===== config.mk =====
export PLATFORM = sky130hd
export DESIGN_NAME = script_lexer_unit
export DESIGN_NICKNAME = d
export VERILOG_FILES = /design/src/design/slx_pkg.sv /design/src/design/slx_ram.sv /design/src/design/slx_dp.sv /design/src/design/slx_ctrl.sv /design/src/design/script_lexer_unit.sv
export SDC_FILE = /design/constraint.sdc
export NUM_CORES = 1
export LEC_CHECK = 0
export ABC_AREA = 1
export ABC_CLOCK_PERIOD_IN_PS = 24900
export BUFFER_PORTS_ARGS = -buffer_cell sky130_fd_sc_hd__buf_4
export CORE_MARGIN = 2
export CORE_UTILIZATION = 25
export CTS_CLUSTER_DIAMETER = 150
export DETAILED_ROUTE_END_ITERATION = 7
export GPL_ROUTABILITY_DRIVEN = 1
export GPL_TIMING_DRIVEN = 1
export PLACE_DENSITY = 0.49
export RECOVER_POWER = 25
export SLEW_MARGIN = 20
export SYNTH_ARGS = -nofsm -noshare
export SYNTH_HDL_FRONTEND = slang
export SYNTH_SLANG_ARGS = --single-unit

===== constraint.sdc =====
create_clock -name clk_i -period 24.9 [get_ports clk_i]
set_input_delay 0 -clock clk_i [delete_from_list [all_inputs] [get_ports clk_i]]
set_output_delay 0 -clock clk_i [all_outputs]
set_load 0.02 [all_outputs]

===== src/design/slx_pkg.sv =====
// Shared types, codes and lookup functions for the script lexer.
// Used by slx_dp, slx_ctrl and script_lexer_unit; no dependencies.
package slx_pkg;

  // Defaults for the top-level parameters
  localparam int MaxNameLen = 32;
  localparam int LineBits   = 24;

  // Result kinds
  localparam logic [5:0] K_EOF    = 6'd0;
  localparam logic [5:0] K_INT    = 6'd1;
  localparam logic [5:0] K_STR    = 6'd5;
  localparam logic [5:0] K_IDENT  = 6'd6;
  localparam logic [5:0] K_CHAR   = 6'd7;
  localparam logic [5:0] K_LPAREN = 6'd16;
  localparam logic [5:0] K_RPAREN = 6'd17;
  localparam logic [5:0] K_LBRACK = 6'd18;
  localparam logic [5:0] K_RBRACK = 6'd19;
  localparam logic [5:0] K_LBRACE = 6'd20;
  localparam logic [5:0] K_RBRACE = 6'd21;
  localparam logic [5:0] K_ASSIGN = 6'd22;
  localparam logic [5:0] K_COMMA  = 6'd23;
  localparam logic [5:0] K_SEMI   = 6'd24;
  localparam logic [5:0] K_PLUS   = 6'd25;
  localparam logic [5:0] K_MINUS  = 6'd26;
  localparam logic [5:0] K_STAR   = 6'd27;
  localparam logic [5:0] K_SLASH  = 6'd28;
  localparam logic [5:0] K_PCT    = 6'd29;
  localparam logic [5:0] K_NOT    = 6'd30;
  localparam logic [5:0] K_LT     = 6'd31;
  localparam logic [5:0] K_GT     = 6'd32;
  localparam logic [5:0] K_LE     = 6'd33;
  localparam logic [5:0] K_GE     = 6'd34;
  localparam logic [5:0] K_EQ     = 6'd35;
  localparam logic [5:0] K_NE     = 6'd36;
  localparam logic [5:0] K_ERR    = 6'd37;

  // Error codes
  localparam logic [2:0] E_NONE      = 3'd0;
  localparam logic [2:0] E_AFTER_INT = 3'd1;
  localparam logic [2:0] E_BAD_HEX   = 3'd2;
  localparam logic [2:0] E_UNTERM    = 3'd3;
  localparam logic [2:0] E_BAD_ESC   = 3'd4;
  localparam logic [2:0] E_BAD_START = 3'd5;
  localparam logic [2:0] E_LONG_NAME = 3'd6;
  localparam logic [2:0] E_OVERFLOW  = 3'd7;

  // Payload source select
  localparam logic [2:0] PAY_ZERO = 3'd0;
  localparam logic [2:0] PAY_INT  = 3'd1;
  localparam logic [2:0] PAY_BYTE = 3'd2;
  localparam logic [2:0] PAY_CHAR = 3'd3;
  localparam logic [2:0] PAY_RAM  = 3'd4;
  localparam logic [2:0] PAY_HEX  = 3'd5;

  // Literal and keyword table, text right-aligned
  localparam int NumWords = 11;
  localparam logic [63:0] WORD_TXT [NumWords] = '{
    "true", "false", "null", "global", "function", "if", "else",
    "while", "break", "continue", "return"};
  localparam int WORD_LEN [NumWords] = '{4, 5, 4, 6, 8, 2, 4, 5, 5, 8, 6};
  localparam logic [5:0] WORD_KIND [NumWords] = '{
    6'd2, 6'd3, 6'd4, 6'd8, 6'd9, 6'd10, 6'd11, 6'd12, 6'd13, 6'd14, 6'd15};

  typedef struct packed {
    logic       load_byte;
    logic       take;
    logic       emit;
    logic [5:0] kind;
    logic [2:0] err;
    logic [2:0] pay_sel;
    logic [7:0] ch;
    logic       set_pend;
    logic       acc_digit;
    logic       neg_val;
    logic       prod_load;
    logic       acc_prod;
    logic       name_start;
    logic       name_app;
    logic       quote_set;
    logic       hex_hi;
    logic       idx_clr;
    logic       idx_inc;
    logic       ram_re;
    logic       clear_all;
    logic       finish;
  } slx_cmd_t;

  typedef struct packed {
    logic [7:0] byte_val;
    logic [7:0] pend;
    logic       quote_single;
    logic       name_full;
    logic       kw_hit;
    logic [5:0] kw_kind;
    logic       over;
    logic       idx_last;
    logic       hold_v;
    logic       emit_ok;
    logic       out_free;
  } slx_stat_t;

  typedef struct packed {
    logic [5:0]  kind;
    logic [63:0] payload;
    logic [2:0]  err;
    logic [23:0] line;
    logic        last;
  } slx_res_t;

  function automatic logic is_digit(input logic [7:0] b);
    return (b >= "0") && (b <= "9");
  endfunction

  function automatic logic is_alpha(input logic [7:0] b);
    return ((b >= "a") && (b <= "z")) || ((b >= "A") && (b <= "Z"));
  endfunction

  function automatic logic is_name(input logic [7:0] b);
    return is_alpha(b) || is_digit(b) || (b == "_");
  endfunction

  function automatic logic is_space(input logic [7:0] b);
    return (b == " ") || ((b >= 8'd9) && (b <= 8'd13));
  endfunction

  function automatic logic is_hex(input logic [7:0] b);
    return is_digit(b) || ((b >= "a") && (b <= "f")) || ((b >= "A") && (b <= "F"));
  endfunction

  function automatic logic [3:0] hex_val(input logic [7:0] b);
    logic [7:0] v;
    if (is_digit(b)) v = b - "0";
    else if ((b >= "a") && (b <= "f")) v = b - "a" + 8'd10;
    else v = b - "A" + 8'd10;
    return v[3:0];
  endfunction

  function automatic logic [5:0] op_kind(input logic [7:0] c, input logic with_eq);
    logic [5:0] k;
    case (c)
      "=":     k = with_eq ? K_EQ : K_ASSIGN;
      "!":     k = with_eq ? K_NE : K_NOT;
      "<":     k = with_eq ? K_LE : K_LT;
      ">":     k = with_eq ? K_GE : K_GT;
      "+":     k = K_PLUS;
      default: k = K_MINUS;
    endcase
    return k;
  endfunction

  // Single-character punctuators; K_EOF means not one of them
  function automatic logic [5:0] punct_kind(input logic [7:0] b);
    logic [5:0] k;
    case (b)
      "(":     k = K_LPAREN;
      ")":     k = K_RPAREN;
      "[":     k = K_LBRACK;
      "]":     k = K_RBRACK;
      "{":     k = K_LBRACE;
      "}":     k = K_RBRACE;
      ",":     k = K_COMMA;
      ";":     k = K_SEMI;
      "*":     k = K_STAR;
      "/":     k = K_SLASH;
      "%":     k = K_PCT;
      default: k = K_EOF;
    endcase
    return k;
  endfunction

  // Character at position p of table word i (zero past its end)
  function automatic logic [7:0] word_char(input int i, input int p);
    logic [63:0] t;
    t = '0;
    if (p < WORD_LEN[i]) t = WORD_TXT[i] >> (8 * (WORD_LEN[i] - 1 - p));
    return t[7:0];
  endfunction

endpackage


===== src/design/slx_ram.sv =====
// Generic single-port-write, single-port-read RAM with registered read.
// No dependencies.
module slx_ram #(
  parameter int Width = 8,
  parameter int Depth = 32
) (
  input  logic                     clk_i,
  input  logic                     we_i,
  input  logic [$clog2(Depth)-1:0] waddr_i,
  input  logic [Width-1:0]         wdata_i,
  input  logic                     re_i,
  input  logic [$clog2(Depth)-1:0] raddr_i,
  output logic [Width-1:0]         rdata_o
);

  logic [Width-1:0] mem_q [Depth];
  logic [Width-1:0] rdata_q;

  always_ff @(posedge clk_i) begin
    if (we_i) mem_q[waddr_i] <= wdata_i;
    if (re_i) rdata_q <= mem_q[raddr_i];
  end

  assign rdata_o = rdata_q;

endmodule


===== src/design/slx_dp.sv =====
// Lexer datapath: byte register, integer accumulator, name buffer, line count,
// keyword match vector and the two-deep result queue. Uses slx_pkg, slx_ram.
module slx_dp
  import slx_pkg::*;
#(
  parameter int MAX_NAME_LEN = MaxNameLen,
  parameter int LINE_BITS    = LineBits
) (
  input  logic        clk_i,
  input  logic        rst_ni,
  input  slx_cmd_t    cmd_i,
  input  logic [7:0]  source_byte_i,
  input  logic        out_ready_i,
  output logic        out_valid_o,
  output logic [5:0]  kind_o,
  output logic signed [63:0] payload_o,
  output logic [2:0]  error_code_o,
  output logic [23:0] line_number_o,
  output logic        last_of_run_o,
  output slx_stat_t   stat_o
);

  localparam int AW = $clog2(MAX_NAME_LEN);
  localparam int LW = $clog2(MAX_NAME_LEN + 1);

  logic [7:0]           b_q, pend_q;
  logic [63:0]          acc_q;
  logic                 neg_q, quote_q;
  logic [67:0]          prod_q;
  logic [3:0]           hi_q;
  logic [LW-1:0]        len_q, idx_q;
  logic [LINE_BITS-1:0] line_q, line_inc;
  logic [NumWords-1:0]  kw_q, kw_d;
  logic [7:0]           ram_rdata;
  slx_res_t             hold_q, out_q, res_new, fin_res;
  logic                 hold_v_q, out_v_q, out_free, emit_ok;
  logic                 hold_v_d, out_v_d;
  logic [63:0]          lim, pay;
  logic                 kw_hit;
  logic [5:0]           kw_kind;

  // Name buffer
  slx_ram #(.Width(8), .Depth(MAX_NAME_LEN)) u_name_ram (
    .clk_i   (clk_i),
    .we_i    (cmd_i.name_start | cmd_i.name_app),
    .waddr_i (cmd_i.name_start ? '0 : len_q[AW-1:0]),
    .wdata_i (b_q),
    .re_i    (cmd_i.ram_re),
    .raddr_i (idx_q[AW-1:0]),
    .rdata_o (ram_rdata)
  );

  // Line count, saturating
  assign line_inc = ((b_q == 8'h0A) && (line_q != '1)) ? line_q + LINE_BITS'(1) : line_q;

  // Keyword match: prefix vector updated per appended character
  always_comb begin
    kw_d    = kw_q;
    kw_hit  = 1'b0;
    kw_kind = K_IDENT;
    for (int i = 0; i < NumWords; i++) begin
      if (cmd_i.name_start) kw_d[i] = (word_char(i, 0) == b_q);
      else if (cmd_i.name_app)
        kw_d[i] = kw_q[i] && (int'(len_q) < WORD_LEN[i]) && (word_char(i, int'(len_q)) == b_q);
      if (kw_q[i] && (WORD_LEN[i] == int'(len_q))) begin
        kw_hit  = 1'b1;
        kw_kind = WORD_KIND[i];
      end
    end
  end

  assign lim = neg_q ? 64'h8000_0000_0000_0000 : 64'h7FFF_FFFF_FFFF_FFFF;

  // Result assembly
  always_comb begin
    case (cmd_i.pay_sel)
      PAY_INT:  pay = neg_q ? (64'd0 - acc_q) : acc_q;
      PAY_BYTE: pay = 64'(b_q);
      PAY_CHAR: pay = 64'(cmd_i.ch);
      PAY_RAM:  pay = 64'(ram_rdata);
      PAY_HEX:  pay = 64'({hi_q, hex_val(b_q)});
      default:  pay = '0;
    endcase
    res_new.kind    = cmd_i.kind;
    res_new.payload = pay;
    res_new.err     = cmd_i.err;
    res_new.line    = 24'(32'(cmd_i.take ? line_inc : line_q));
    res_new.last    = 1'b0;
  end

  assign out_free = !out_v_q || out_ready_i;
  assign emit_ok  = !hold_v_q || out_free;

  // Lexer state registers
  always_ff @(posedge clk_i or negedge rst_ni) begin
    if (!rst_ni) begin
      pend_q  <= '0;
      acc_q   <= '0;
      neg_q   <= 1'b0;
      quote_q <= 1'b0;
      hi_q    <= '0;
      len_q   <= '0;
      idx_q   <= '0;
      kw_q    <= '0;
      line_q  <= LINE_BITS'(1);
    end else if (cmd_i.clear_all) begin
      pend_q  <= '0;
      acc_q   <= '0;
      neg_q   <= 1'b0;
      quote_q <= 1'b0;
      hi_q    <= '0;
      len_q   <= '0;
      idx_q   <= '0;
      kw_q    <= '0;
      line_q  <= LINE_BITS'(1);
    end else begin
      if (cmd_i.take)     line_q <= line_inc;
      if (cmd_i.set_pend) pend_q <= b_q;
      if (cmd_i.acc_digit) begin
        acc_q <= 64'(b_q - "0");
        neg_q <= cmd_i.neg_val;
      end
      if (cmd_i.acc_prod)  acc_q   <= prod_q[63:0];
      if (cmd_i.quote_set) quote_q <= (b_q == "'");
      if (cmd_i.hex_hi)    hi_q    <= hex_val(b_q);
      if (cmd_i.name_start) len_q <= LW'(1);
      else if (cmd_i.name_app) len_q <= len_q + LW'(1);
      if (cmd_i.idx_clr) idx_q <= '0;
      else if (cmd_i.idx_inc) idx_q <= idx_q + LW'(1);
      kw_q <= kw_d;
    end
  end

  // Byte and multiply-by-ten registers
  always_ff @(posedge clk_i) begin
    if (cmd_i.load_byte) b_q <= source_byte_i;
    if (cmd_i.prod_load)
      prod_q <= 68'({acc_q, 3'b000}) + 68'({acc_q, 1'b0}) + 68'(b_q - "0");
  end

  // Result queue: one held result plus the output register
  always_comb begin
    out_v_d  = out_v_q && !out_ready_i;
    hold_v_d = hold_v_q;
    if (cmd_i.emit) begin
      if (hold_v_q) out_v_d = 1'b1;
      hold_v_d = 1'b1;
    end
    if (cmd_i.finish) begin
      out_v_d  = 1'b1;
      hold_v_d = 1'b0;
    end
    fin_res      = hold_q;
    fin_res.last = 1'b1;
  end

  always_ff @(posedge clk_i or negedge rst_ni) begin
    if (!rst_ni) begin
      hold_v_q <= 1'b0;
      out_v_q  <= 1'b0;
    end else begin
      hold_v_q <= hold_v_d;
      out_v_q  <= out_v_d;
    end
  end

  always_ff @(posedge clk_i) begin
    if (cmd_i.emit) begin
      if (hold_v_q) out_q <= hold_q;
      hold_q <= res_new;
    end else if (cmd_i.finish) begin
      out_q <= fin_res;
    end
  end

  assign out_valid_o   = out_v_q;
  assign kind_o        = out_q.kind;
  assign payload_o     = out_q.payload;
  assign error_code_o  = out_q.err;
  assign line_number_o = out_q.line;
  assign last_of_run_o = out_q.last;

  always_comb begin
    stat_o.byte_val     = b_q;
    stat_o.pend         = pend_q;
    stat_o.quote_single = quote_q;
    stat_o.name_full    = (len_q >= LW'(MAX_NAME_LEN));
    stat_o.kw_hit       = kw_hit;
    stat_o.kw_kind      = kw_kind;
    stat_o.over         = (prod_q > 68'(lim));
    stat_o.idx_last     = ((idx_q + LW'(1)) == len_q);
    stat_o.hold_v       = hold_v_q;
    stat_o.emit_ok      = emit_ok;
    stat_o.out_free     = out_free;
  end

`ifndef SYNTHESIS
  a_err_code: assert property (@(posedge clk_i) disable iff (!rst_ni)
    (out_v_q && (out_q.kind == K_ERR)) |-> (out_q.err != E_NONE))
    else $error("error result without an error code");
  a_no_code: assert property (@(posedge clk_i) disable iff (!rst_ni)
    (out_v_q && (out_q.kind != K_ERR)) |-> (out_q.err == E_NONE))
    else $error("error code on a non-error result");
  a_emit_room: assert property (@(posedge clk_i) disable iff (!rst_ni)
    cmd_i.emit |-> emit_ok)
    else $error("result pushed into a full queue");
  a_finish: assert property (@(posedge clk_i) disable iff (!rst_ni)
    cmd_i.finish |-> (hold_v_q && out_free))
    else $error("last result released without room or data");
`endif

endmodule


===== src/design/slx_ctrl.sv =====
// Lexer controller: lexing mode and the per-byte sequencer that drives the
// datapath commands. Uses slx_pkg.
module slx_ctrl
  import slx_pkg::*;
(
  input  logic      clk_i,
  input  logic      rst_ni,
  input  logic      in_valid_i,
  output logic      in_ready_o,
  input  slx_stat_t stat_i,
  output slx_cmd_t  cmd_o
);

  // Lexing modes
  localparam logic [3:0] M_IDLE     = 4'd0;
  localparam logic [3:0] M_COMMENT  = 4'd1;
  localparam logic [3:0] M_OPWAIT   = 4'd2;
  localparam logic [3:0] M_SIGNWAIT = 4'd3;
  localparam logic [3:0] M_INT      = 4'd4;
  localparam logic [3:0] M_IDENT    = 4'd5;
  localparam logic [3:0] M_STR      = 4'd6;
  localparam logic [3:0] M_STRESC   = 4'd7;
  localparam logic [3:0] M_HEX1     = 4'd8;
  localparam logic [3:0] M_HEX2     = 4'd9;
  localparam logic [3:0] M_ERR      = 4'd10;

  // Sequencer states
  localparam logic [2:0] S_WAIT = 3'd0;
  localparam logic [2:0] S_RUN  = 3'd1;
  localparam logic [2:0] S_ICHK = 3'd2;
  localparam logic [2:0] S_SQ2  = 3'd3;
  localparam logic [2:0] S_FRD  = 3'd4;
  localparam logic [2:0] S_FEM  = 3'd5;
  localparam logic [2:0] S_EOF  = 3'd6;
  localparam logic [2:0] S_FIN  = 3'd7;

  logic [2:0] state_q, state_d, done_st;
  logic [3:0] mode_q, mode_d;
  logic [7:0] b;
  slx_cmd_t   cmd;

  assign b          = stat_i.byte_val;
  assign done_st    = (b == 8'd0) ? S_EOF : S_FIN;
  assign in_ready_o = (state_q == S_WAIT);

  always_comb begin
    cmd     = '0;
    state_d = state_q;
    mode_d  = mode_q;
    case (state_q)
      S_WAIT: begin
        if (in_valid_i) begin
          cmd.load_byte = 1'b1;
          state_d       = S_RUN;
        end
      end

      // One pass of the lexer over the current byte
      S_RUN: begin
        case (mode_q)
          M_ERR: state_d = done_st;
          M_COMMENT: begin
            if ((b == 8'd0) || (b == 8'h0A)) mode_d = M_IDLE;
            else state_d = done_st;
          end
          M_OPWAIT: begin
            cmd.emit = 1'b1;
            mode_d   = M_IDLE;
            if (b == "=") begin
              cmd.take = 1'b1;
              cmd.kind = op_kind(stat_i.pend, 1'b1);
              state_d  = done_st;
            end else begin
              cmd.kind = op_kind(stat_i.pend, 1'b0);
            end
          end
          M_SIGNWAIT: begin
            if (is_digit(b)) begin
              cmd.take      = 1'b1;
              cmd.acc_digit = 1'b1;
              cmd.neg_val   = (stat_i.pend == "-");
              mode_d        = M_INT;
              state_d       = done_st;
            end else begin
              cmd.emit = 1'b1;
              cmd.kind = op_kind(stat_i.pend, 1'b0);
              mode_d   = M_IDLE;
            end
          end
          M_INT: begin
            if (is_digit(b)) begin
              cmd.take      = 1'b1;
              cmd.prod_load = 1'b1;
              state_d       = S_ICHK;
            end else if (is_alpha(b) || (b == "_")) begin
              cmd.take = 1'b1;
              cmd.emit = 1'b1;
              cmd.kind = K_ERR;
              cmd.err  = E_AFTER_INT;
              mode_d   = M_ERR;
              state_d  = done_st;
            end else begin
              cmd.emit    = 1'b1;
              cmd.kind    = K_INT;
              cmd.pay_sel = PAY_INT;
              mode_d      = M_IDLE;
            end
          end
          M_IDENT: begin
            if (is_name(b)) begin
              cmd.take = 1'b1;
              state_d  = done_st;
              if (stat_i.name_full) begin
                cmd.emit = 1'b1;
                cmd.kind = K_ERR;
                cmd.err  = E_LONG_NAME;
                mode_d   = M_ERR;
              end else begin
                cmd.name_app = 1'b1;
              end
            end else if (stat_i.kw_hit) begin
              cmd.emit = 1'b1;
              cmd.kind = stat_i.kw_kind;
              mode_d   = M_IDLE;
            end else begin
              cmd.emit    = 1'b1;
              cmd.kind    = K_IDENT;
              cmd.idx_clr = 1'b1;
              state_d     = S_FRD;
            end
          end
          M_STR: begin
            state_d = done_st;
            if (b == 8'd0) begin
              cmd.emit = 1'b1;
              cmd.kind = K_ERR;
              cmd.err  = E_UNTERM;
              mode_d   = M_ERR;
            end else begin
              cmd.take = 1'b1;
              if (b == (stat_i.quote_single ? 8'("'") : 8'("\""))) mode_d = M_IDLE;
              else if (b == "\\") mode_d = M_STRESC;
              else begin
                cmd.emit    = 1'b1;
                cmd.kind    = K_CHAR;
                cmd.pay_sel = PAY_BYTE;
              end
            end
          end
          M_STRESC: begin
            state_d = done_st;
            if (b == 8'd0) begin
              cmd.emit = 1'b1;
              cmd.kind = K_ERR;
              cmd.err  = E_UNTERM;
              mode_d   = M_ERR;
            end else begin
              cmd.take = 1'b1;
              cmd.emit = 1'b1;
              cmd.kind = K_CHAR;
              mode_d   = M_STR;
              if (stat_i.quote_single) begin
                if (b inside {"\\", "'", "\""}) begin
                  cmd.pay_sel = PAY_BYTE;
                end else begin
                  // keep the backslash, then the byte itself
                  cmd.pay_sel = PAY_CHAR;
                  cmd.ch      = "\\";
                  state_d     = S_SQ2;
                end
              end else begin
                case (b)
                  "\\", "'", "\"": cmd.pay_sel = PAY_BYTE;
                  "n": begin cmd.pay_sel = PAY_CHAR; cmd.ch = 8'h0A; end
                  "t": begin cmd.pay_sel = PAY_CHAR; cmd.ch = 8'h09; end
                  "r": begin cmd.pay_sel = PAY_CHAR; cmd.ch = 8'h0D; end
                  "f": begin cmd.pay_sel = PAY_CHAR; cmd.ch = 8'h0C; end
                  "0": begin cmd.pay_sel = PAY_CHAR; cmd.ch = 8'h00; end
                  "x": begin
                    cmd.emit = 1'b0;
                    mode_d   = M_HEX1;
                  end
                  default: begin
                    cmd.kind = K_ERR;
                    cmd.err  = E_BAD_ESC;
                    mode_d   = M_ERR;
                  end
                endcase
              end
            end
          end
          M_HEX1, M_HEX2: begin
            state_d = done_st;
            if (b == 8'd0) begin
              cmd.emit = 1'b1;
              cmd.kind = K_ERR;
              cmd.err  = E_UNTERM;
              mode_d   = M_ERR;
            end else begin
              cmd.take = 1'b1;
              if (!is_hex(b)) begin
                cmd.emit = 1'b1;
                cmd.kind = K_ERR;
                cmd.err  = E_BAD_HEX;
                mode_d   = M_ERR;
              end else if (mode_q == M_HEX1) begin
                cmd.hex_hi = 1'b1;
                mode_d     = M_HEX2;
              end else begin
                cmd.emit    = 1'b1;
                cmd.kind    = K_CHAR;
                cmd.pay_sel = PAY_HEX;
                mode_d      = M_STR;
              end
            end
          end
          default: begin
            // Token start
            mode_d  = M_IDLE;
            state_d = done_st;
            if (b != 8'd0) begin
              cmd.take = 1'b1;
              if (is_space(b)) begin
                mode_d = M_IDLE;
              end else if (b == "#") begin
                mode_d = M_COMMENT;
              end else if (b inside {"=", "!", "<", ">"}) begin
                cmd.set_pend = 1'b1;
                mode_d       = M_OPWAIT;
              end else if (b inside {"+", "-"}) begin
                cmd.set_pend = 1'b1;
                mode_d       = M_SIGNWAIT;
              end else if (punct_kind(b) != K_EOF) begin
                cmd.emit = 1'b1;
                cmd.kind = punct_kind(b);
              end else if (b inside {"'", "\""}) begin
                cmd.quote_set = 1'b1;
                cmd.emit      = 1'b1;
                cmd.kind      = K_STR;
                mode_d        = M_STR;
              end else if (is_digit(b)) begin
                cmd.acc_digit = 1'b1;
                cmd.neg_val   = 1'b0;
                mode_d        = M_INT;
              end else if (is_alpha(b) || (b == "_")) begin
                cmd.name_start = 1'b1;
                mode_d         = M_IDENT;
              end else begin
                cmd.emit = 1'b1;
                cmd.kind = K_ERR;
                cmd.err  = E_BAD_START;
                mode_d   = M_ERR;
              end
            end
          end
        endcase
      end

      // Range check of the new accumulator value
      S_ICHK: begin
        state_d = done_st;
        if (stat_i.over) begin
          cmd.emit = 1'b1;
          cmd.kind = K_ERR;
          cmd.err  = E_OVERFLOW;
          mode_d   = M_ERR;
        end else begin
          cmd.acc_prod = 1'b1;
        end
      end

      S_SQ2: begin
        cmd.emit    = 1'b1;
        cmd.kind    = K_CHAR;
        cmd.pay_sel = PAY_BYTE;
        state_d     = done_st;
      end

      // Identifier flush: read a byte, then emit it
      S_FRD: begin
        cmd.ram_re = 1'b1;
        state_d    = S_FEM;
      end
      S_FEM: begin
        cmd.emit    = 1'b1;
        cmd.kind    = K_CHAR;
        cmd.pay_sel = PAY_RAM;
        if (stat_i.idx_last) begin
          mode_d  = M_IDLE;
          state_d = S_RUN;
        end else begin
          cmd.idx_inc = 1'b1;
          state_d     = S_FRD;
        end
      end

      S_EOF: begin
        cmd.emit      = 1'b1;
        cmd.kind      = K_EOF;
        cmd.clear_all = 1'b1;
        mode_d        = M_IDLE;
        state_d       = S_FIN;
      end

      // Release the last result of this byte
      S_FIN: begin
        if (!stat_i.hold_v) begin
          state_d = S_WAIT;
        end else if (stat_i.out_free) begin
          cmd.finish = 1'b1;
          state_d    = S_WAIT;
        end
      end

      default: state_d = S_WAIT;
    endcase

    // Hold everything while the result queue is full
    if (cmd.emit && !stat_i.emit_ok) begin
      cmd     = '0;
      state_d = state_q;
      mode_d  = mode_q;
    end
  end

  assign cmd_o = cmd;

  always_ff @(posedge clk_i or negedge rst_ni) begin
    if (!rst_ni) begin
      state_q <= S_WAIT;
      mode_q  <= M_IDLE;
    end else begin
      state_q <= state_d;
      mode_q  <= mode_d;
    end
  end

endmodule


===== src/design/script_lexer_unit.sv =====
// Script lexer top level: controller plus datapath.
// Uses slx_pkg, slx_ctrl, slx_dp (which holds the slx_ram name buffer).

// Streaming tokenizer taking one source byte per transfer (byte 0 ends the
// stream and always yields an eof result) and returning token results, each
// flagged last_of_run on the final result caused by a byte. Bytes are handled
// one at a time by a sequencer: a byte is accepted, passes through the lexer
// and has its last result released before the next ready, with a further
// pass for each pending token it terminates, a range check step per integer
// digit, an extra step when a single-quoted string keeps a backslash ahead
// of the byte, an eof result step for byte 0, and a read step and an emit
// step per character when an identifier is flushed, since each character
// is read from the name buffer RAM with a registered read. A one-result
// hold stage plus the output register let the next byte be taken while the
// last result still waits downstream; results beyond that stall the
// sequencer.
module script_lexer_unit
  import slx_pkg::*;
#(
  parameter int MAX_NAME_LEN = MaxNameLen,
  parameter int LINE_BITS    = LineBits
) (
  input  logic               clk_i,
  input  logic               rst_ni,
  input  logic               in_valid_i,
  output logic               in_ready_o,
  input  logic [7:0]         source_byte_i,
  output logic               out_valid_o,
  input  logic               out_ready_i,
  output logic [5:0]         kind_o,
  output logic signed [63:0] payload_o,
  output logic [2:0]         error_code_o,
  output logic [23:0]        line_number_o,
  output logic               last_of_run_o
);

  slx_cmd_t  cmd;
  slx_stat_t stat;

  slx_ctrl u_ctrl (
    .clk_i      (clk_i),
    .rst_ni     (rst_ni),
    .in_valid_i (in_valid_i),
    .in_ready_o (in_ready_o),
    .stat_i     (stat),
    .cmd_o      (cmd)
  );

  slx_dp #(
    .MAX_NAME_LEN (MAX_NAME_LEN),
    .LINE_BITS    (LINE_BITS)
  ) u_dp (
    .clk_i         (clk_i),
    .rst_ni        (rst_ni),
    .cmd_i         (cmd),
    .source_byte_i (source_byte_i),
    .out_ready_i   (out_ready_i),
    .out_valid_o   (out_valid_o),
    .kind_o        (kind_o),
    .payload_o     (payload_o),
    .error_code_o  (error_code_o),
    .line_number_o (line_number_o),
    .last_of_run_o (last_of_run_o),
    .stat_o        (stat)
  );

endmodule

==> flow_metrics.tcl, run 1 <==
set metrics [dict create \
    status "complete, but fails checks" \
    violations "design-rule violations, max-capacitance violations, max-slew violations" \
    first_global_vias 30800 \
    clkLatencyLatePin_ns 0.70 \
    hold_viol 0 \
    fp.dieH_um 398 \
    wl_mm 126 \
    dieArea_um2 159000 \
    min_delay_path_depth 2 \
    die_w_um 398 \
    synth_flop_cell "edfxtp_1" \
    start_kind "flop" \
    synth_cell_types 60 \
    max_clock_freq_mhz 141 \
    vias_per_cell 4.80 \
    ys_warn_count 0 \
    power.density_nw_per_um2 139 \
    wl_per_cell_um 19.4 \
    antenna_found_initial 2 \
    whs_ns 0.0998 \
    r2r-end "u_dp.prod_q[43]" \
    rows 144 \
    dr.pass1.iters 7 \
    syn2layout_area_growth_pct 14.6 \
    antenna_left 0 \
    grt_max_degree 126 \
    fin_skew_ns 0.0468 \
    met1Wirelength_mm 59.0 \
    finalCritPeriodShare 0.285 \
    grt.overflow.total 0 \
    required_ns 25.34 \
    synth-async-reset-ratio 0.200 \
    reg2reg_from "u_dp.b_q[5]" \
    setup_tns_ns 0 \
    port_buffers 111 \
    syn-num-nets 4536 \
    worstHoldStart "source_byte_i[1]" \
    drt_iter0_markers 2781 \
    wl_met3_mm 6.36 \
    core_um2 154000 \
    setup_violations 0 \
    rrSetupSlack_ns 17.81 \
    met2_length_mm 58.0 \
    critical_path_buf_inv_count 5 \
    seq_area_frac_synth 0.499 \
    gp_congestion 0.944 \
    clockBufferDepth 3 \
    final_cell_mix "nand2_1 (758), nor2_1 (618), edfxtp_1 (535)" \
    ioPinCount 112 \
    track_usage 0.158 \
    hold_end "u_dp.b_q[1]" \
    drc 2 \
    layout.nets 4633 \
    layout_commonest_cell "nand2_1" \
    root_buffer "clkbuf_16" \
    hpwl_mm 89.5 \
    path_clk_slew_ns 0.06 \
    vdd_drop_max_mv 0.0843 \
    max_slew.worst_pin.slew_ns 4.21 \
    fin_crit_ns 7.09 \
    drv_cap 6 \
    top_layer "met4" \
    crit_chain "clkbuf_1, ha_1, nand2_1, inv_1, nor2_1, fa_1, inv_1, ha_1, a21oi_1, a21boi_0, o21ai_0, a21oi_1, inv_1, nand2_1, nand2_1, a21boi_0, o21ai_0, nand2_1, inv_1, o21bai_1, nand2_1" \
    rsz0062_at_grt "no" \
    start_util 0.252 \
    slowest_delay_ns 1.77 \
    p_leak_nw 17.9 \
    cts_hold_buf 18 \
    nFillCells 16500 \
    drive_above_1_share 0.0646 \
    slew_violations 284 \
    fin_util 0.289 \
    synthesis.area_um2 38900 \
    slew_headroom -1.81 \
    ys_ff_latch 669 \
    vias 31200 \
    tritoncts "done" \
    htreeDepth 3 \
    critical_path.slowest_cell "clkbuf_1" \
    path_delay_family "buffers and inverters" \
    reg2reg_depth 21 \
    postCtsSetupBuffers 0 \
    cts_made_buffers 78 \
    crit_path_end_kind "flop" \
    grt_pass1_wl_mm 192 \
    cts_resized 0 \
    postSynthCellCount 4300 \
    crit_top_cell "nand2_1" \
    synth_edf_count 535 \
    crit_fanout 42 \
    cp.arrival_ns 7.53 \
    path_class "reg2reg" \
    syn_avg_cell_area_um2 9.04 \
    cts_sinks 669 \
    hp-class "in2reg" \
]
==> cell usage after synthesis (67+ instances only) <==
master    count  area (um^2)
o21ai_0     379         1900
nor3_1       67          335
nand2_1     759         2850
a21oi_1     182          911
edfxtp_1    535        16100
nand3_1     229         1150
inv_1       400         1500
clkbuf_1     97          364
o22ai_1      83          519
ha_1        161         2010
dfrtp_1     133         3330
nor2_1      622         2330
xor2_1      162         1420
==> cell families (layout without fill, tap and decap cells) <==
kind of cell / count (synthesis) / after routing / share of synthesized area
xor+xnor: 186 / 186 / 0.0419
fa+ha+maj: 224 / 224 / 0.0842
simple gates: 1801 / 1801 / 0.193
buf+inv: 572 / 733 / 0.0590
flops: 669 / 669 / 0.499
compound gates: 848 / 848 / 0.122
other cells: 0 / 1 / 0
==> routing by layer <==
layer | track usage | vias to the layer above
li1 | - | 15000
met1 | 0.223 | 15300
met2 | 0.251 | 849
met3 | 0.0213 | 158
met4 | 0.0445 | 0
met5 | 0 | -
==> cell type report <==
class                   instances  area [um^2]  share of cell area
inverters                     425         1600              0.0359
clock inverters                50          632              0.0142
diodes                          1         2.50           0.0000562
flip-flops and latches        669        19400               0.436
repair buffers                164         1080              0.0243
clock buffers                  94         2020              0.0454
well taps                    2044         2560              0.0574
multi-input cells            3059        17200               0.387
==> worst max path at each step <==
| stage | from | endpoint | slack, ns | cells after the start |
|---|---|---|---|---|
| 6_report | u_dp.b_q[5] | u_dp.prod_q[43] | 17.81 | 21 |
| 5_1_grt | u_dp.b_q[5] | u_dp.prod_q[43] | 17.34 | 21 |
| 4_1_cts | u_dp.neg_q | u_dp.line_number_o[10] | 19.14 | 17 |
| 3_5_place_dp | u_dp.neg_q | u_dp.line_number_o[14] | 19.17 | 17 |
| 3_3_place_gp | u_dp.neg_q | u_dp.line_number_o[14] | 19.26 | 17 |
| 2_1_floorplan | u_dp.neg_q | u_dp.error_code_o[0] | 16.66 | 17 |
==> stage by stage <==
| stage | worst slack (ns) | instances | power [mW] | instance area [um^2] |
|---|---|---|---|---|
| floorplan | 16.66 | 4300 | 4.05 | 38900 |
| global route | 17.34 | 6505 | 6.69 | 44600 |
| detailed placement | 19.17 | 6343 | 5.05 | 41900 |
| CTS | 19.14 | 6505 | 6.29 | 44800 |
| finish | 17.81 | 6506 | 6.21 | 44600 |
| global placement | 19.26 | 6343 | 5.04 | 41900 |
==> worst reg2reg max path, stage by stage (launching register included) <==
cell      delay (ns)
edfxtp_1        0.32
clkbuf_1        1.77
ha_1            0.61
nand2_1         0.12
inv_1           0.26
nor2_1          0.15
fa_1            0.51
inv_1           0.04
ha_1            0.34
a21oi_1         0.22
a21boi_0        0.35
o21ai_0         0.23
a21oi_1         0.47
inv_1           0.19
nand2_1         0.09
nand2_1         0.12
a21boi_0        0.34
o21ai_0         0.29
nand2_1         0.13
inv_1           0.06
o21bai_1        0.13
nand2_1         0.07
==> power breakdown <==
group	switching, mW	total, mW	internal (mW)
registers	0.281	1.97	1.69
clock network	0.512	1.21	0.694
logic	2.11	3.04	0.927
==> flip-flops by register name (all words and copies together), names as in the netlist, 11 cells and up <==
name and count:
u_dp.u_name_ram.mem_q 256, u_dp.fin_res 97, u_dp.prod_q 68, u_dp.acc_q 64, u_dp.payload_o 64, u_dp.line_number_o 24, u_dp.line_q 24, u_dp.kw_q 11
(Power assumes the default switching activity.)
==> inputs of run 2 (changes only) <==
--- a/config.mk
+++ b/config.mk
@@ -6,7 +6,7 @@
 export NUM_CORES = 1
 export LEC_CHECK = 0
 export ABC_AREA = 1
-export ABC_CLOCK_PERIOD_IN_PS = 24900
+export ABC_CLOCK_PERIOD_IN_PS = 7100
 export BUFFER_PORTS_ARGS = -buffer_cell sky130_fd_sc_hd__buf_4
 export CORE_MARGIN = 2
 export CORE_UTILIZATION = 25
==> constraint.sdc (replaced) <==
create_clock -name clk_i -period 7.1 [get_ports clk_i]
set_input_delay 0 -clock clk_i [delete_from_list [all_inputs] [get_ports clk_i]]
set_output_delay 0 -clock clk_i [all_outputs]
set_load 0.02 [all_outputs]
==> flow_metrics.tcl, run 2 (synthesis gave the netlist of run 1 again) <==
set metrics [dict create \
    syn2layout_area_growth_pct 15.2 \
    postLayoutSetupSlackWorst_ns 1.82 \
    port_buffers 111 \
    fin_skew_ns 0.0389 \
    cts_sinks 669 \
    r2r-end "u_dp.acc_q[6]" \
    crit_path_end_kind "flop" \
    worstHoldStart "source_byte_i[0]" \
    tritoncts "done" \
    setup_violations 0 \
    hp-class "in2reg" \
    hold_end "u_dp.b_q[0]" \
    vias_per_cell 4.78 \
    p_leak_nw 18.2 \
    regMostFlops "u_dp.u_name_ram.mem_q" \
    fin_util 0.291 \
    htreeDepth 3 \
    root_buffer "clkbuf_16" \
    clkLatencyLatePin_ns 0.69 \
    drive_above_1_share 0.0770 \
    core_um2 154000 \
    die_w_um 398 \
    diodes 0 \
    final_cell_mix "nand2_1 (758), nor2_1 (618), edfxtp_1 (535)" \
    fp.dieH_um 398 \
    met3_usage 0.0206 \
    wl_per_cell_um 19.0 \
    largest_reg_flops 256 \
    vias 31100 \
    antenna_found_initial 0 \
    gp_congestion 0.915 \
    setup_tns_ns 0 \
    nFillCells 16500 \
    required_ns 7.69 \
    cp.arrival_ns 5.87 \
    layout_commonest_cell "nand2_1" \
    critical_path.slowest_cell "clkbuf_1" \
    cts_made_buffers 79 \
    crit_chain "clkbuf_1, ha_1, inv_1, nor2_2, nand2_1, nand3_1, inv_2, nand2_1, nor3_2, nand2_1, nand2_1, nand2_1, nand3_2, nand2_4, nand2_4, nand3_4, buf_4, nand2_2, o22ai_2" \
    wl_mm 124 \
    start_util 0.252 \
    drc 0 \
    grt_max_degree 83 \
    first_global_vias 30600 \
    drt_iter0_markers 2602 \
    reg2reg_depth 19 \
    max_clock_freq_mhz 189 \
    path_class "reg2reg" \
    cts_hold_buf 15 \
    finalCritPeriodShare 0.743 \
    cts_resized 0 \
    multi_input_area_um2 17200 \
    path_clk_slew_ns 0.06 \
    drv_cap 3 \
    dr.pass1.iters 6 \
    dieArea_um2 159000 \
    min_delay_path_depth 2 \
    rows 144 \
    seqCellArea_um2 19400 \
    grt_use_met1 0.215 \
    post-place-ws_ns 2.03 \
    rrSetupSlack_ns 1.82 \
    slew_violations 131 \
    reg2reg_from "u_dp.b_q[0]" \
    slowest_delay_ns 0.86 \
    violations "max-capacitance violations, max-slew violations" \
    met2_usage 0.246 \
    layout.nets 4640 \
    fin_crit_ns 5.28 \
    hold_viol 0 \
    grt_pass1_wl_mm 189 \
    clockBufferDepth 3 \
    crit_top_cell "nand2_1" \
    postCtsSetupBuffers 0 \
    ioPinCount 112 \
    hpwl_mm 88.2 \
    antenna_left 0 \
    crit_fanout 53 \
    power.density_nw_per_um2 491 \
    top_usage_layer "met2" \
    max_slew.worst_pin.slew_ns 3.73 \
    track_usage 0.154 \
    slew_headroom -1.49 \
    start_kind "flop" \
    vdd_drop_max_mv 0.340 \
    grt.overflow.total 0 \
    status "complete, but fails checks" \
    rsz0062_at_grt "no" \
]
run 2: layer usage:
layer / vias up / part of all wire
met2: 822 / 0.45
met5: - / 0
li1: 15000 / -
met3: 188 / 0.048
met1: 15100 / 0.47
met4: 0 / 0.030
run 2: cell type report:
cell class                      count  share of cell area
Timing Repair Buffer              170              0.0295
Inverter                          425              0.0357
Clock inverter                     49              0.0133
Tap cell                         2044              0.0571
Multi-Input combinational cell   3059               0.384
Sequential cell                   669               0.434
Clock buffer                       98              0.0464
run 2: worst max-delay path: cells and delay by family (launching register included):
family | cells | cell delay, ns
adders and majority gates | 1 | 0.38
buffers and inverters | 4 | 1.53
AOI/OAI and AO/OA | 1 | 0.17
DFF | 1 | 0.52
and+or+nand+nor | 13 | 2.56
run 2: worst max-delay path by stage:
stage / end / slack, ns / startpoint
final: u_dp.acc_q[6] / 1.82 / u_dp.b_q[0]
after global routing: u_dp.acc_q[1] / 1.56 / u_dp.b_q[0]
after CTS: u_dp.acc_q[6] / 2.00 / u_dp.neg_q
after detailed placement: u_dp.line_q[17] / 2.03 / u_dp.neg_q
after global placement: u_dp.prod_q[66] / 2.08 / u_dp.b_q[4]
after floorplan: u_dp.error_code_o[0] / 0.50 / u_dp.neg_q
run 2: through the flow:
stage / area, um^2 / total power [mW] / hold WS [ns] / std cells
global placement: 42000 / 17.9 / 0.0486 / 6352
global route: 44800 / 23.7 / 0.187 / 6514
detailed placement: 42000 / 17.8 / 0.0526 / 6352
floorplan: 38900 / 14.1 / -0.296 / 4300
CTS: 44900 / 22.2 / 0.0474 / 6514
finish: 44800 / 22.0 / 0.160 / 6514
run 2: power by group:
part           total [mW]  leakage, nW  switching [mW]  internal [mW]
clock network        4.21         1.29            1.79           2.42
logic                10.9         10.1            7.47           3.44
registers            6.88         6.74           0.982           5.90
